==> src/hdl/bpdec_pkg.sv <==
// ----------------------------------------------------------------------------
// Beeper audio decimator package
// Shared constants, configuration register indexes and pipeline control types.
// ----------------------------------------------------------------------------
package bpdec_pkg;

  // Default tap divider of the beeper port, applied to CPU transactions.
  localparam int unsigned CyclesPerTapDef = 8;

  // Taps summed into one audio sample.
  localparam int unsigned TapsPerSample = 11;

  // Widths of the payload fields.
  localparam int unsigned AddrW   = 16;
  localparam int unsigned PortW   = 8;
  localparam int unsigned SampleW = 16;
  localparam int unsigned SumW    = 8;
  localparam int unsigned TapCntW = 4;
  localparam int unsigned CfgIdxW = 2;

  // Scaling constants. The tap sum is centred by subtracting the offset,
  // multiplied by 16, divided by 11 and multiplied by 120.
  localparam int unsigned TapOffset = 15;
  localparam int unsigned ScaleMul  = 120;

  // Reciprocal of 11 in 16 fractional bits. Exact for dividends below 4096.
  localparam int unsigned Recip11     = 5958;
  localparam int unsigned Recip11Frac = 16;

  // Reciprocal of 5 in 20 fractional bits. Exact for dividends below 2**17.
  localparam int unsigned Recip5     = 209716;
  localparam int unsigned Recip5Frac = 20;

  // Configuration register indexes.
  localparam logic [CfgIdxW-1:0] CfgExitAddr   = 2'd0;
  localparam logic [CfgIdxW-1:0] CfgReloadAddr = 2'd1;
  localparam logic [CfgIdxW-1:0] CfgStartAddr  = 2'd2;

  // Control flags that travel alongside each transaction through the pipeline.
  typedef struct packed {
    logic restart;   // clears the filter state when it reaches the last stage
    logic sample;    // this transaction completes a sample
    logic reload;    // reload breakpoint entered
    logic finished;  // exit breakpoint has been reached
  } ctl_t;

endpackage

==> src/hdl/beeper_audio_decimator.sv <==
// ----------------------------------------------------------------------------
// Beeper audio decimator
// Watches the program counter of an emulated CPU for exit and reload
// breakpoints and decimates the beeper port into filtered 16-bit samples.
// ----------------------------------------------------------------------------
//
//  Channel  Direction  Handshake                   Payload
//  -------  ---------  --------------------------  ------------------------------
//  in       input      in_valid_i / in_stall_o     action, pc_now, port_byte
//  out      output     out_valid_o / out_stall_i   sample_valid, audio_sample,
//                                                  reload_request, finished
//  cfg      input      cfg_valid_i / cfg_ready_o   cfg_index, cfg_data
//
// One transaction is accepted per clock cycle unless the input is stalled; every
// input transaction gives exactly one output transaction through the five
// register stages of the scaling and filter datapath (three constant multipliers,
// each followed by a register). Reset is asynchronous and active low; it clears
// the breakpoint state, the counters, the filter and all three address registers.
// A stall on the output fills the pipeline stage by stage before the input
// is stalled. The configuration port never stalls.
//
module beeper_audio_decimator #(
  parameter int unsigned CYCLES_PER_TAP = bpdec_pkg::CyclesPerTapDef
) (
  input  logic                               clk_i,
  input  logic                               rst_ni,

  // Input channel
  input  logic                               in_valid_i,
  output logic                               in_stall_o,
  input  logic                               action_i,
  input  logic [bpdec_pkg::AddrW-1:0]        pc_now_i,
  input  logic [bpdec_pkg::PortW-1:0]        port_byte_i,

  // Output channel
  output logic                               out_valid_o,
  input  logic                               out_stall_i,
  output logic                               sample_valid_o,
  output logic signed [bpdec_pkg::SampleW-1:0] audio_sample_o,
  output logic                               reload_request_o,
  output logic                               finished_o,

  // Configuration channel
  input  logic                               cfg_valid_i,
  output logic                               cfg_ready_o,
  input  logic [bpdec_pkg::CfgIdxW-1:0]      cfg_index_i,
  input  logic [bpdec_pkg::AddrW-1:0]        cfg_data_i
);

  localparam int unsigned CycCntW = (CYCLES_PER_TAP > 1) ? $clog2(CYCLES_PER_TAP) : 1;
  localparam logic [CycCntW-1:0] CycLast = CycCntW'(CYCLES_PER_TAP - 1);
  localparam logic [bpdec_pkg::TapCntW-1:0] TapLast =
    bpdec_pkg::TapCntW'(bpdec_pkg::TapsPerSample - 1);

  localparam int unsigned AW = bpdec_pkg::AddrW;
  localparam int unsigned SW = bpdec_pkg::SampleW;

  // --------------------------------------------------------------------------
  // Configuration registers
  // --------------------------------------------------------------------------
  logic [AW-1:0] exit_addr_q, reload_addr_q, start_addr_q;

  assign cfg_ready_o = 1'b1;

  // Writes to an index beyond the register list are dropped.
  always_ff @(posedge clk_i or negedge rst_ni) begin
    if (!rst_ni) begin
      exit_addr_q   <= '0;
      reload_addr_q <= '0;
      start_addr_q  <= '0;
    end else if (cfg_valid_i) begin
      unique case (cfg_index_i)
        bpdec_pkg::CfgExitAddr:   exit_addr_q   <= cfg_data_i;
        bpdec_pkg::CfgReloadAddr: reload_addr_q <= cfg_data_i;
        bpdec_pkg::CfgStartAddr:  start_addr_q  <= cfg_data_i;
        default: ;
      endcase
    end
  end

  // --------------------------------------------------------------------------
  // Pipeline flow control
  // --------------------------------------------------------------------------
  logic v1_q, v2_q, v3_q, v4_q, out_valid_q;
  logic rdy_out, rdy4, rdy3, rdy2, rdy1;
  logic in_accept;

  assign rdy_out   = !out_valid_q || !out_stall_i;
  assign rdy4      = !v4_q || rdy_out;
  assign rdy3      = !v3_q || rdy4;
  assign rdy2      = !v2_q || rdy3;
  assign rdy1      = !v1_q || rdy2;
  assign in_stall_o = !rdy1;
  assign in_accept = in_valid_i && rdy1;

  // --------------------------------------------------------------------------
  // Breakpoint and decimation state
  // --------------------------------------------------------------------------
  logic [AW-1:0]                     prev_pc_q, prev_pc_d;
  logic [CycCntW-1:0]                cyc_cnt_q, cyc_cnt_d;
  logic [bpdec_pkg::TapCntW-1:0]     tap_cnt_q, tap_cnt_d;
  logic [bpdec_pkg::SumW-1:0]        tap_sum_q, tap_sum_d;
  logic                              halted_q, halted_d;

  logic [bpdec_pkg::SumW-1:0]        tap_val, sum_new, sum_out;
  bpdec_pkg::ctl_t                   ctl0;

  // Port bit 4 is worth 16 and bit 3 is worth 1.
  assign tap_val = {3'b000, port_byte_i[4], 3'b000, port_byte_i[3]};
  assign sum_new = tap_sum_q + tap_val;

  // Next state for one CPU cycle or a restart.
  always_comb begin
    prev_pc_d = prev_pc_q;
    cyc_cnt_d = cyc_cnt_q;
    tap_cnt_d = tap_cnt_q;
    tap_sum_d = tap_sum_q;
    halted_d  = halted_q;
    sum_out   = sum_new;
    ctl0      = '0;
    if (action_i) begin
      prev_pc_d    = start_addr_q;
      cyc_cnt_d    = '0;
      tap_cnt_d    = '0;
      tap_sum_d    = '0;
      halted_d     = 1'b0;
      ctl0.restart = 1'b1;
    end else if (!halted_q) begin
      if (pc_now_i == exit_addr_q) begin
        halted_d = 1'b1;
      end else begin
        ctl0.reload = (pc_now_i == reload_addr_q) && (pc_now_i != prev_pc_q);
        prev_pc_d   = pc_now_i;
        if (cyc_cnt_q == CycLast) begin
          cyc_cnt_d = '0;
          if (tap_cnt_q == TapLast) begin
            ctl0.sample = 1'b1;
            tap_cnt_d   = '0;
            tap_sum_d   = '0;
          end else begin
            tap_cnt_d = tap_cnt_q + 1'b1;
            tap_sum_d = sum_new;
          end
        end else begin
          cyc_cnt_d = cyc_cnt_q + 1'b1;
        end
      end
    end
    ctl0.finished = halted_d;
  end

  always_ff @(posedge clk_i or negedge rst_ni) begin
    if (!rst_ni) begin
      prev_pc_q <= '0;
      cyc_cnt_q <= '0;
      tap_cnt_q <= '0;
      tap_sum_q <= '0;
      halted_q  <= 1'b0;
    end else if (in_accept) begin
      prev_pc_q <= prev_pc_d;
      cyc_cnt_q <= cyc_cnt_d;
      tap_cnt_q <= tap_cnt_d;
      tap_sum_q <= tap_sum_d;
      halted_q  <= halted_d;
    end
  end

  // --------------------------------------------------------------------------
  // Stage 1: control flags and completed tap sum
  // --------------------------------------------------------------------------
  bpdec_pkg::ctl_t             ctl1_q;
  logic [bpdec_pkg::SumW-1:0]  sum1_q;

  always_ff @(posedge clk_i or negedge rst_ni) begin
    if (!rst_ni) begin
      v1_q <= 1'b0;
    end else if (rdy1) begin
      v1_q <= in_valid_i;
    end
  end

  always_ff @(posedge clk_i) begin
    if (in_accept) begin
      ctl1_q <= ctl0;
      sum1_q <= sum_out;
    end
  end

  // --------------------------------------------------------------------------
  // Stage 2: centre the sum, scale by 16 and divide by 11 (truncating)
  // --------------------------------------------------------------------------
  logic signed [bpdec_pkg::SumW:0]   diff1;
  logic                              neg1;
  logic [bpdec_pkg::SumW-1:0]        mag1;
  logic [11:0]                       m16_1;
  logic [24:0]                       prod11;

  bpdec_pkg::ctl_t  ctl2_q;
  logic             neg2_q;
  logic [7:0]       q11_2_q;

  assign diff1  = $signed({1'b0, sum1_q}) - $signed(9'(bpdec_pkg::TapOffset));
  assign neg1   = diff1[bpdec_pkg::SumW];
  assign mag1   = neg1 ? bpdec_pkg::SumW'(-diff1) : bpdec_pkg::SumW'(diff1);
  assign m16_1  = {mag1[7:0], 4'b0000};
  assign prod11 = 25'(m16_1) * 25'(bpdec_pkg::Recip11);

  always_ff @(posedge clk_i or negedge rst_ni) begin
    if (!rst_ni) begin
      v2_q <= 1'b0;
    end else if (rdy2) begin
      v2_q <= v1_q;
    end
  end

  always_ff @(posedge clk_i) begin
    if (rdy2 && v1_q) begin
      ctl2_q  <= ctl1_q;
      neg2_q  <= neg1;
      q11_2_q <= prod11[bpdec_pkg::Recip11Frac +: 8];
    end
  end

  // --------------------------------------------------------------------------
  // Stage 3: multiply by 120 and restore the sign
  // --------------------------------------------------------------------------
  logic [14:0]             xmag2;
  logic signed [SW-1:0]    x2;

  bpdec_pkg::ctl_t         ctl3_q;
  logic signed [SW-1:0]    x3_q;

  assign xmag2 = 15'(q11_2_q) * 15'(bpdec_pkg::ScaleMul);
  assign x2    = neg2_q ? -$signed({1'b0, xmag2}) : $signed({1'b0, xmag2});

  always_ff @(posedge clk_i or negedge rst_ni) begin
    if (!rst_ni) begin
      v3_q <= 1'b0;
    end else if (rdy3) begin
      v3_q <= v2_q;
    end
  end

  always_ff @(posedge clk_i) begin
    if (rdy3 && v2_q) begin
      ctl3_q <= ctl2_q;
      x3_q   <= x2;
    end
  end

  // --------------------------------------------------------------------------
  // Stage 4: filter step (x - prev) * 8 / 10, as (|x - prev| * 4) / 5
  // --------------------------------------------------------------------------
  // Samples are at least eleven transactions apart, so the filter value read
  // here is never one still in flight in the next stage.
  logic signed [SW-1:0]  filter_q;
  logic signed [SW:0]    d3;
  logic                  dneg3;
  logic [SW-1:0]         dmag3;
  logic [16:0]           m4_3;
  logic [34:0]           prod5;

  bpdec_pkg::ctl_t       ctl4_q;
  logic                  neg4_q;
  logic [14:0]           q5_4_q;

  assign d3    = {x3_q[SW-1], x3_q} - {filter_q[SW-1], filter_q};
  assign dneg3 = d3[SW];
  assign dmag3 = dneg3 ? SW'(-d3) : SW'(d3);
  assign m4_3  = {dmag3[14:0], 2'b00};
  assign prod5 = 35'(m4_3) * 35'(bpdec_pkg::Recip5);

  always_ff @(posedge clk_i or negedge rst_ni) begin
    if (!rst_ni) begin
      v4_q <= 1'b0;
    end else if (rdy4) begin
      v4_q <= v3_q;
    end
  end

  always_ff @(posedge clk_i) begin
    if (rdy4 && v3_q) begin
      ctl4_q <= ctl3_q;
      neg4_q <= dneg3;
      q5_4_q <= prod5[bpdec_pkg::Recip5Frac +: 15];
    end
  end

  // --------------------------------------------------------------------------
  // Output stage: new filter value and result register
  // --------------------------------------------------------------------------
  logic signed [SW-1:0] step4, f4;
  logic                 fwd4;

  logic                 sample_valid_q, reload_q, finished_q;
  logic signed [SW-1:0] audio_q;

  assign step4 = neg4_q ? -$signed({1'b0, q5_4_q}) : $signed({1'b0, q5_4_q});
  assign f4    = filter_q + step4;
  assign fwd4  = v4_q && rdy_out;

  // The filter is updated by a sample and cleared by a restart, in order.
  always_ff @(posedge clk_i or negedge rst_ni) begin
    if (!rst_ni) begin
      filter_q <= '0;
    end else if (fwd4) begin
      if (ctl4_q.restart) begin
        filter_q <= '0;
      end else if (ctl4_q.sample) begin
        filter_q <= f4;
      end
    end
  end

  always_ff @(posedge clk_i or negedge rst_ni) begin
    if (!rst_ni) begin
      out_valid_q <= 1'b0;
    end else if (rdy_out) begin
      out_valid_q <= v4_q;
    end
  end

  always_ff @(posedge clk_i) begin
    if (fwd4) begin
      sample_valid_q <= ctl4_q.sample;
      audio_q        <= ctl4_q.sample ? f4 : '0;
      reload_q       <= ctl4_q.reload;
      finished_q     <= ctl4_q.finished;
    end
  end

  assign out_valid_o      = out_valid_q;
  assign sample_valid_o   = sample_valid_q;
  assign audio_sample_o   = audio_q;
  assign reload_request_o = reload_q;
  assign finished_o       = finished_q;

  // --------------------------------------------------------------------------
  // Assertions
  // --------------------------------------------------------------------------
  // A result without a sample carries a zero sample field.
  assert property (@(posedge clk_i) disable iff (!rst_ni)
    out_valid_o && !sample_valid_o |-> audio_sample_o == '0)
    else $error("audio sample not zero without a new sample");

  // Emitted samples stay within the range that the scaling allows.
  assert property (@(posedge clk_i) disable iff (!rst_ni)
    out_valid_o && sample_valid_o |->
      ($signed(audio_sample_o) >= -16'sd2520) && ($signed(audio_sample_o) <= 16'sd30000))
    else $error("audio sample out of range");

  // A restart loads the start address and clears the halt flag.
  assert property (@(posedge clk_i) disable iff (!rst_ni)
    in_accept && action_i |=> !halted_q && (prev_pc_q == $past(start_addr_q)))
    else $error("restart did not reinitialise the breakpoint state");

  // Once halted, plain CPU transactions leave the block halted.
  assert property (@(posedge clk_i) disable iff (!rst_ni)
    in_accept && !action_i && halted_q |=> halted_q)
    else $error("halt flag dropped without a restart");

  // The tap counter never passes the last tap of a sample.
  assert property (@(posedge clk_i) disable iff (!rst_ni)
    tap_cnt_q <= TapLast)
    else $error("tap counter out of range");

endmodule
==> config.mk <==
export PLATFORM = sky130hd
export DESIGN_NAME = beeper_audio_decimator
export DESIGN_NICKNAME = d
export VERILOG_FILES = /design/src/hdl/bpdec_pkg.sv /design/src/hdl/beeper_audio_decimator.sv
export SDC_FILE = /design/constraint.sdc
export NUM_CORES = 1
export LEC_CHECK = 0
export CAP_MARGIN = 20
export CORE_ASPECT_RATIO = 0.6
export CORE_MARGIN = 2
export CORE_UTILIZATION = 50
export CTS_CLUSTER_DIAMETER = 100
export CTS_CLUSTER_SIZE = 40
export DETAILED_ROUTE_END_ITERATION = 7
export DONT_BUFFER_PORTS = 1
export SLEW_MARGIN = 20
export SYNTH_ARGS = -nofsm -noshare
export SYNTH_HDL_FRONTEND = slang
export SYNTH_SLANG_ARGS = --single-unit
==> constraint.sdc <==
create_clock -name clk_i -period 14.8 [get_ports clk_i]
set_input_delay 2.96 -clock clk_i [delete_from_list [all_inputs] [get_ports clk_i]]
set_output_delay 2.96 -clock clk_i [all_outputs]
set_load 0.005 [all_outputs]
==> results of run 1 <==
[synth_stat cells, types with 17 or more instances]
cell type and number:
inv_1 199, and2_1 23, a21oi_1 56, clkbuf_1 18, o21ai_0 68, fa_1 92
mux2_2 49, o31ai_1 17, xor2_1 60, nand2_1 89, nor2_1 49, ha_1 211
nand2b_1 21, edfxtp_1 81, a21o_1 18, dfrtp_1 101, xnor2_1 96, mux2i_1 18
[worst reg2reg max path, delay by kind of cell, from the launching register on]
kind	cells	cell delay, ps
fa+ha+maj	8	3500
compound gates	11	2360
xor+xnor	2	980
buf+inv	6	900
simple gates	3	790
flops	1	650
[final timing paths]
kind                                         start                           end  slack (ps)
max                        filter_q[0]$_DFFE_PN0P_          q5_4_q[13]$_DFFE_PP_        5360
min                            ctl2_q[0]$_DFFE_PP_           ctl3_q[0]$_DFFE_PP_         420
max reg2reg                filter_q[0]$_DFFE_PN0P_          q5_4_q[13]$_DFFE_PP_        5360
min reg2reg                    ctl2_q[0]$_DFFE_PP_           ctl3_q[0]$_DFFE_PP_         420
max in group asynchronous                   rst_ni       out_valid_o$_DFFE_PN0P_       12410
min in group asynchronous                   rst_ni  reload_addr_q[0]$_DFFE_PN0P_        2210
[layer usage]
metal	vias to the layer above	GRT usage, %	share of wire (%)
met5	-	0	0
li1	5067	-	-
met2	218	28.4	36
met3	16	5.68	7.7
met1	5093	38.7	56
met4	0	3.24	0.53
[per-stage QoR]
step | setup slack [ps] | instance area (um^2)
final | 5360 | 16600
after global routing | 4840 | 16600
after CTS | 5530 | 16600
after detailed placement | 5570 | 16000
after global placement | 5580 | 16000
after floorplan | 7160 | 15600
[state kept, by name, indices dropped and copies added (netlist names), 13 cells and up]
register	flops
audio_sample_o	16
exit_addr_q	16
filter_q	16
prev_pc_q	16
q5_4_q	15
reload_addr_q	16
start_addr_q	16
x3_q	13
[cell families after synthesis]
kind of cell,after synthesis
adder cells (fa/ha/maj),303
AND/OR/NAND/NOR,297
AO/OA/AOI/OAI,238
buffers and inverters,226
flip-flops,182
XOR/XNOR,161
multiplexers,67
other,1
[area by class of cell]
class	instances	area (um^2)	share of cell area, %
multi-input combinational	1067	9760	58.8
clock inverter	14	141	0.851
tap	416	520	3.13
inverter	200	751	4.52
clock buffer	18	429	2.58
sequential	182	4960	29.9
timing repair buffer	6	45.0	0.271
==> results.ini, run 1 <==
[die]
die-area_mm2=0.0326
core_mm2=0.0309
start_util_pct=50.4
ioPinCount=70
rows=50
die_w_um=232
dieHeight_um=141

[logic_synthesis]
synth_simple_gate_area_share_pct=9.79
synthMuxAreaShare_pct=4.70
synth_top_area_share_pct=16.9
synth_compound_area_share_pct=9.93
yosys_most_used_dff=dfrtp_1
avgSynthCellArea_um2=10.6
syn-cell-area_mm2=0.0156
synth_nets=1826
synthTopCellsByArea=ha_1 (17%), dfrtp_1 (16%), edfxtp_1 (16%)
seq_area_frac_synth_pct=31.8
async_flop_share_pct=55.5
synth_top_family_by_area=adder cells
synthCells=1475
synthDistinctLibCells=75
yosysWarnings=0
yosysTopAreaCell=ha_1
ys_ff_latch=182
synth_xor_area_share_pct=9.37
synth_edf_count=81
synth_adder_area_share_pct=28.8

[clocking]
clk_pin_slew_worst_paths_ps=70
hold_buffers=0
cts_max_level=4
clkLatencyLatePin_ps=440
cts_root_buffer=clkbuf_16
clk_path_buf_depth=2
cts_inserted_buffers=17
cts_setup_buffers=0
cts_tree=done
cts_sinks=182
post_cts_resized=0

[final_layout]
area_growth_pct=6.55
layout_commonest_cell=ha_1
nets=1825
n_antenna_cell=0
final_cell_mix=ha_1 (211), inv_1 (199), dfrtp_1 (101), xnor2_1 (96), fa_1 (92)
fillers=2802
final_cell_count_no_fill=1903
drive_gt1_share_pct=7.94
final_core_util_pct=53.7

[place]
io_buffers=0
hpwl_um=28400
dp.cells=1871
place_congestion=0.872

[route]
routed_wirelength_um=34900
dr_total_vias=10394
wl_per_cell_um=18.3
dr.pass1.iters=5
drc=0
ant_nets=0
viasPerCell=5.46
drt_iter0_markers=739

[sta]
rsz0062_at_grt=no
min_period_ps=9440
period_share_pct=63.8
whs_ps=422
worst_pin_slew_ps=1080
final.setup.tns_ps=0
slew_violations=0
setup_violations=0
skew_ps=15.8
hold_violations=0
slew_headroom_pct=27.7
max_freq_mhz=106

[setup_path]
path_class=flip-flop to flip-flop
end_kind=flip-flop
ff2ff_path_depth=30
path_depth=30
path_buf_inv=6
arrival_ps=9630
crit_fanout=13
required_ps=14980
startpoint_type=flip-flop
slowest_delay_ps=870
crit_family=adder cells
cp_common_cell=inv_1
cpMaxStageDelayCell=xnor2_1

[grt]
grt_pass1_wl_um=57200
grt_max_degree=102
grt_pass1_vias=10273
grt.total_usage_pct=22.7
grt-ovfl-total=0
antenna_found_initial=0

[hold_path]
worstHoldPathCells=0
hold_path_class=flip-flop to flip-flop

[flow_run]
drv_cap=0

[outcome]
status=completed

Power of run 1 is left out: the tool's default activity adds up to more than one toggle a clock period on the data nets, which glitch-free logic cannot reach.
==> run 2, diff against run 1 <==
ABC_AREA = 1   (was unset)
clock period = 9.3 ns   (was 14.8 ns; I/O delays follow)
==> run 2 against run 1 <==
Against the previous run:
- wire length rose by 16%
- critical path type unchanged
- setup slack got worse by 4300 ps
- critical endpoint is now q5_4_q[14]$_DFFE_PP_
- non-clock buffer count fell by 2
==> results.ini, run 2 <==
[outcome]
status=completed

[die]
die-area_mm2=0.0345  ; +5.8%
rows=51  ; +2.0%
dieHeight_um=145  ; +2.8%
core_mm2=0.0325  ; +5.1%
die_w_um=239  ; +2.9%
start_util_pct=50.8  ; +0.39 points
ioPinCount=70  ; unchanged

[setup_path]
arrival_ps=8480  ; -1150 ps
slowest_delay_ps=630  ; -240 ps
crit_fanout=14  ; +1
end_kind=flip-flop
path_class=flip-flop to flip-flop
path_buf_inv=9  ; +3
crit_family=adder cells
required_ps=9480  ; -5500 ps
cpMaxStageDelayCell=fa_1
cp_common_cell=inv_1
startpoint_type=flip-flop

[clocking]
clk_path_buf_depth=2  ; unchanged
cts_max_level=4  ; unchanged
cts_setup_buffers=0  ; unchanged
cts_sinks=182  ; unchanged
cts_tree=done
clkLatencyLatePin_ps=430  ; about the same
cts_root_buffer=clkbuf_16
hold_buffers=0  ; unchanged
cts_inserted_buffers=17  ; unchanged
clk_pin_slew_worst_paths_ps=60  ; about the same
post_cts_resized=0  ; unchanged

[place]
io_buffers=0  ; unchanged
pre_cts_slack_ps=1200  ; -4370 ps
hpwl_um=33700  ; +18%
place_congestion=0.904  ; +3.7%
post_dp_cell_area_mm2=0.0170  ; +5.8%

[route]
dr_total_vias=12553  ; +21%
dr.pass1.iters=6  ; +1
drt_iter0_markers=995  ; +35%
drc=0  ; unchanged
wl_per_cell_um=17.0  ; -7.4%
routed_wirelength_um=40600  ; +16%
viasPerCell=5.25  ; -3.9%
ant_nets=0  ; unchanged

[sta]
skew_ps=13.6  ; -2.19 ps
hold_violations=0  ; unchanged
slew_headroom_pct=34.4  ; +6.7 points
worst_pin_slew_ps=983  ; -94.3 ps
max_freq_mhz=121  ; +14%
period_share_pct=89.2  ; +25 points
slew_violations=0  ; unchanged
final.setup.tns_ps=0  ; unchanged
rsz0062_at_grt=no
setup_slack_ps=1010  ; -4350 ps
setup_violations=0  ; unchanged
min_period_ps=8290  ; -1150 ps

[grt]
antenna_found_initial=0  ; unchanged
grt_max_degree=102  ; unchanged
grt-ovfl-total=0  ; unchanged
grt_pass1_wl_um=65400  ; +14%
grt.total_usage_pct=24.8  ; +2.0 points
grt_pass1_vias=11958  ; +16%

[logic_synthesis]
ys_ff_latch=182  ; unchanged
avgSynthCellArea_um2=8.44  ; -20%
syn-cell-area_mm2=0.0165  ; +5.9%
synth_edf_count=81  ; unchanged
synth_top_area_share_pct=16.0  ; -0.95 points
yosysTopAreaCell=ha_1
synth_nets=2306  ; +26%
synthTopCellsByArea=ha_1 (16%), dfrtp_1 (15%), edfxtp_1 (15%)
seq_area_frac_synth_pct=30.0  ; -1.8 points
yosys_most_used_dff=dfrtp_1
async_flop_share_pct=55.5  ; unchanged
synthCells=1955  ; +33%
synth_common_cells=inv_1 (375), nand2_1 (365), ha_1 (211)
synthDistinctLibCells=51  ; -32%
yosysWarnings=0  ; unchanged
yosysMostFrequentCell=inv_1

[final_layout]
area_growth_pct=6.28
nets=2306  ; +26%
layout_commonest_cell=inv_1
n_antenna_cell=0  ; unchanged
regArea_mm2=0.00496  ; unchanged
drive_gt1_share_pct=4.83  ; -3.1 points
multiInputGateArea_mm2=0.0100  ; +2.5%
final_cell_mix=inv_1 (375), nand2_1 (365), ha_1 (211), nor2_1 (128), o21ai_0 (104)
fillers=3012  ; +7.5%
final_area_mm2=0.0175  ; +5.7%

[hold_path]
hold_path_class=flip-flop to flip-flop

[flow_run]
drv_cap=0  ; unchanged

==> run 2: cell type report <==
cell class / instances / share of cell area, %
Multi-Input combinational cell: 1364 / 57.0
Sequential cell: 182 / 28.3
Inverter: 386 / 8.27
Tap cell: 424 / 3.02
Clock buffer: 25 / 2.95
Clock inverter: 7 / 0.307
Timing Repair Buffer: 4 / 0.171
==> run 2: worst register-to-register path: cells and delay by family (launching register included) <==
kind                     cells  cell delay [ps]
adder cells (fa/ha/maj)      8             3780
flip-flops                   1              520
AND/OR/NAND/NOR             11             1260
buffers and inverters        9             1140
XOR/XNOR                     1              230
AO/OA/AOI/OAI                5             1110
==> run 2: cell families after synthesis <==
family,after synthesis,synth area share (%)
xor+xnor,122,6.47
flops,182,30.0
buf+inv,409,9.43
compound gates,256,8.84
fa+ha+maj,303,27.1
other cells,1,0.0227
simple gates,682,18.0
==> run 2: worst paths after layout <==
kind	from	depth (start not counted)	slack (ps)	endpoint
min	ctl2_q[3]$_DFFE_PP_	0	420	ctl3_q[3]$_DFFE_PP_
min in group asynchronous	rst_ni	0	1110	start_addr_q[11]$_DFFE_PN0P_
max	filter_q[0]$_DFFE_PN0P_	34	1010	q5_4_q[14]$_DFFE_PP_
max in group asynchronous	rst_ni	0	7980	filter_q[10]$_DFFE_PN0P_
max reg2reg	filter_q[0]$_DFFE_PN0P_	34	1010	q5_4_q[14]$_DFFE_PP_
min reg2reg	ctl2_q[3]$_DFFE_PP_	0	420	ctl3_q[3]$_DFFE_PP_
==> run 2: stage by stage <==
step	hold slack (ps)	utilization (%)	instances
6_report	418	54.0	2392
5_1_grt	427	54.0	2392
4_1_cts	421	54.0	2392
3_5_place_dp	405	52.2	2360
3_3_place_gp	402	52.2	2360
2_1_floorplan	400	-	1955
==> run 2: routing by layer <==
layer	share of wire, %	vias up	GRT usage [%]
met3	8.3	15	6.73
li1	-	6296	-
met1	55	5913	40.7
met2	36	329	32.0
met4	0.39	0	3.16
met5	0	-	0
Power of run 2 is left out for the same reason.
==> run 3, diff against run 2 <==
CORE_MARGIN = 8   (was 2)
clock period = 10.4 ns   (was 9.3 ns; I/O delays follow)
==> run 3 against run 2 <==
Against the previous run:
- die area rose by 14%
- critical path depth down 3
- first-iteration DRC count increased by 8.5%
- design area grew 0.12%
- clock-buffer cell count is 8 lower
- via count grew 0.35%
- largest cell class unchanged
==> results.ini, run 3 (synthesis gave the netlist of run 2 again) <==
[outcome]
status=completed

[sta]
slew_violations=0  ; unchanged
skew_ps=13.7  ; +0.174 ps
worst_pin_slew_ps=1030  ; +44.8 ps
slew_headroom_pct=29.7  ; -4.7 points
whs_ps=419  ; +1.48 ps
min_period_ps=8330  ; +36.7 ps
setup_violations=0  ; unchanged
hold_violations=0  ; unchanged
final.setup.tns_ps=0  ; unchanged
max_freq_mhz=120  ; -0.44%
period_share_pct=80.1  ; -9.1 points
rsz0062_at_grt=no

[grt]
grt_pass1_wl_um=65400  ; about the same
antenna_found_initial=1  ; +1
grt_pass1_vias=11949  ; -0.075%
grt_max_degree=102  ; unchanged
grt-ovfl-total=0  ; unchanged
grt.total_usage_pct=21.2  ; -3.6 points

[final_layout]
nets=2305  ; -0.043%
area_growth_pct=6.41
drive_gt1_share_pct=4.98  ; +0.15 points
fillers=3026  ; +0.46%
n_antenna_cell=0  ; unchanged
final_area_mm2=0.0176  ; +0.12%
layout_commonest_cell=inv_1
final_cell_count_no_fill=2391  ; -0.042%
final_cell_mix=inv_1 (375), nand2_1 (365), ha_1 (211), nor2_1 (127), o21ai_0 (104)

[hold_path]
hold_path_class=flip-flop to flip-flop

[place]
io_buffers=0  ; unchanged
hpwl_um=33900  ; +0.62%
post_dp_cell_area_mm2=0.0170  ; about the same
dp.cells=2359  ; -0.042%
place_congestion=0.942  ; +4.2%

[clocking]
cts_inserted_buffers=17  ; unchanged
post_cts_resized=0  ; unchanged
clk_path_buf_depth=2  ; unchanged
cts_setup_buffers=0  ; unchanged
clk_pin_slew_worst_paths_ps=70  ; about the same
cts_sinks=182  ; unchanged
clkLatencyLatePin_ps=450  ; +20 ps
hold_buffers=0  ; unchanged
cts_tree=done
cts_max_level=4  ; unchanged
cts_root_buffer=clkbuf_16

[setup_path]
path_buf_inv=5  ; -4
startpoint_type=flip-flop
cpMaxStageDelayCell=a2111oi_0
required_ps=10590  ; +1110 ps
arrival_ps=8520  ; +40 ps
cp_common_cell=nand2_2
end_kind=flip-flop
crit_family=adder cells
path_class=flip-flop to flip-flop
slowest_delay_ps=820  ; +190 ps
crit_fanout=14  ; unchanged

[die]
die_w_um=251  ; +5.0%
die-area_mm2=0.0393  ; +14%
ioPinCount=70  ; unchanged
rows=51  ; unchanged
core_mm2=0.0325  ; unchanged
dieHeight_um=157  ; +8.3%
start_util_pct=50.8  ; unchanged

[route]
dr_total_vias=12597  ; +0.35%
routed_wirelength_um=40600  ; -0.17%
dr.pass1.iters=7  ; +1
viasPerCell=5.27  ; +0.39%
drt_iter0_markers=1080  ; +8.5%
drc=0  ; unchanged
ant_nets=0  ; unchanged
wl_per_cell_um=17.0  ; -0.13%

[flow_run]
drv_cap=0  ; unchanged

==> run 3: changes by cell type in the layout (fill, tap and decap cells not counted), sizes merged <==
cell | previous run | this run
clkinv | 1 | 7
bufinv | 0 | 2
buf | 4 | 3
clkbuf | 25 | 17
inv | 392 | 391
clkinvlp | 0 | 1
==> run 3: cell type report <==
class	instances	area [um^2]	area share [%]
sequential	182	4960	28.2
clock inverter	15	173	0.983
tap	424	531	3.02
multi-input combinational	1364	10000	57.0
inverter	386	1450	8.26
timing repair buffer	3	22.5	0.128
clock buffer	17	425	2.42
==> run 3: stage by stage <==
| step | setup WS (ps) | util [%] |
|---|---|---|
| global route | 1720 | 54.1 |
| CTS | 2280 | 54.1 |
| global placement | 2300 | 52.2 |
| floorplan | 3780 | - |
| detailed placement | 2320 | 52.2 |
| finish | 2070 | 54.1 |
==> run 3: worst reg2reg max path, delay by kind of cell (launching register included) <==
kind,cells,cell delay [ps]
AOI/OAI and AO/OA,5,1820
xor gates and xnor gates,1,220
adders and majority gates,8,3250
buffers and inverters,5,900
DFF,1,530
and+or+nand+nor,12,1360
==> run 3: metal layers <==
metal,vias up,routed length [um],GRT usage [%]
li1,6294,-,-
met1,5943,22000,33.9
met2,342,14400,26.6
met3,16,3940,7.68
met4,2,196,2.93
met5,-,13,0
==> run 3: worst paths after layout <==
kind	start	cells past startpoint	slack, ps	end
setup reg to reg	filter_q[0]$_DFFE_PN0P_	31	2070	q5_4_q[14]$_DFFE_PP_
min in group asynchronous	rst_ni	0	1320	reload_addr_q[11]$_DFFE_PN0P_
setup / recovery	filter_q[0]$_DFFE_PN0P_	31	2070	q5_4_q[14]$_DFFE_PP_
hold / removal	ctl2_q[0]$_DFFE_PP_	0	420	ctl3_q[0]$_DFFE_PP_
hold reg to reg	ctl2_q[0]$_DFFE_PP_	0	420	ctl3_q[0]$_DFFE_PP_
max in group asynchronous	rst_ni	0	8890	filter_q[12]$_DFFE_PN0P_
Power of run 3 is left out for the same reason.
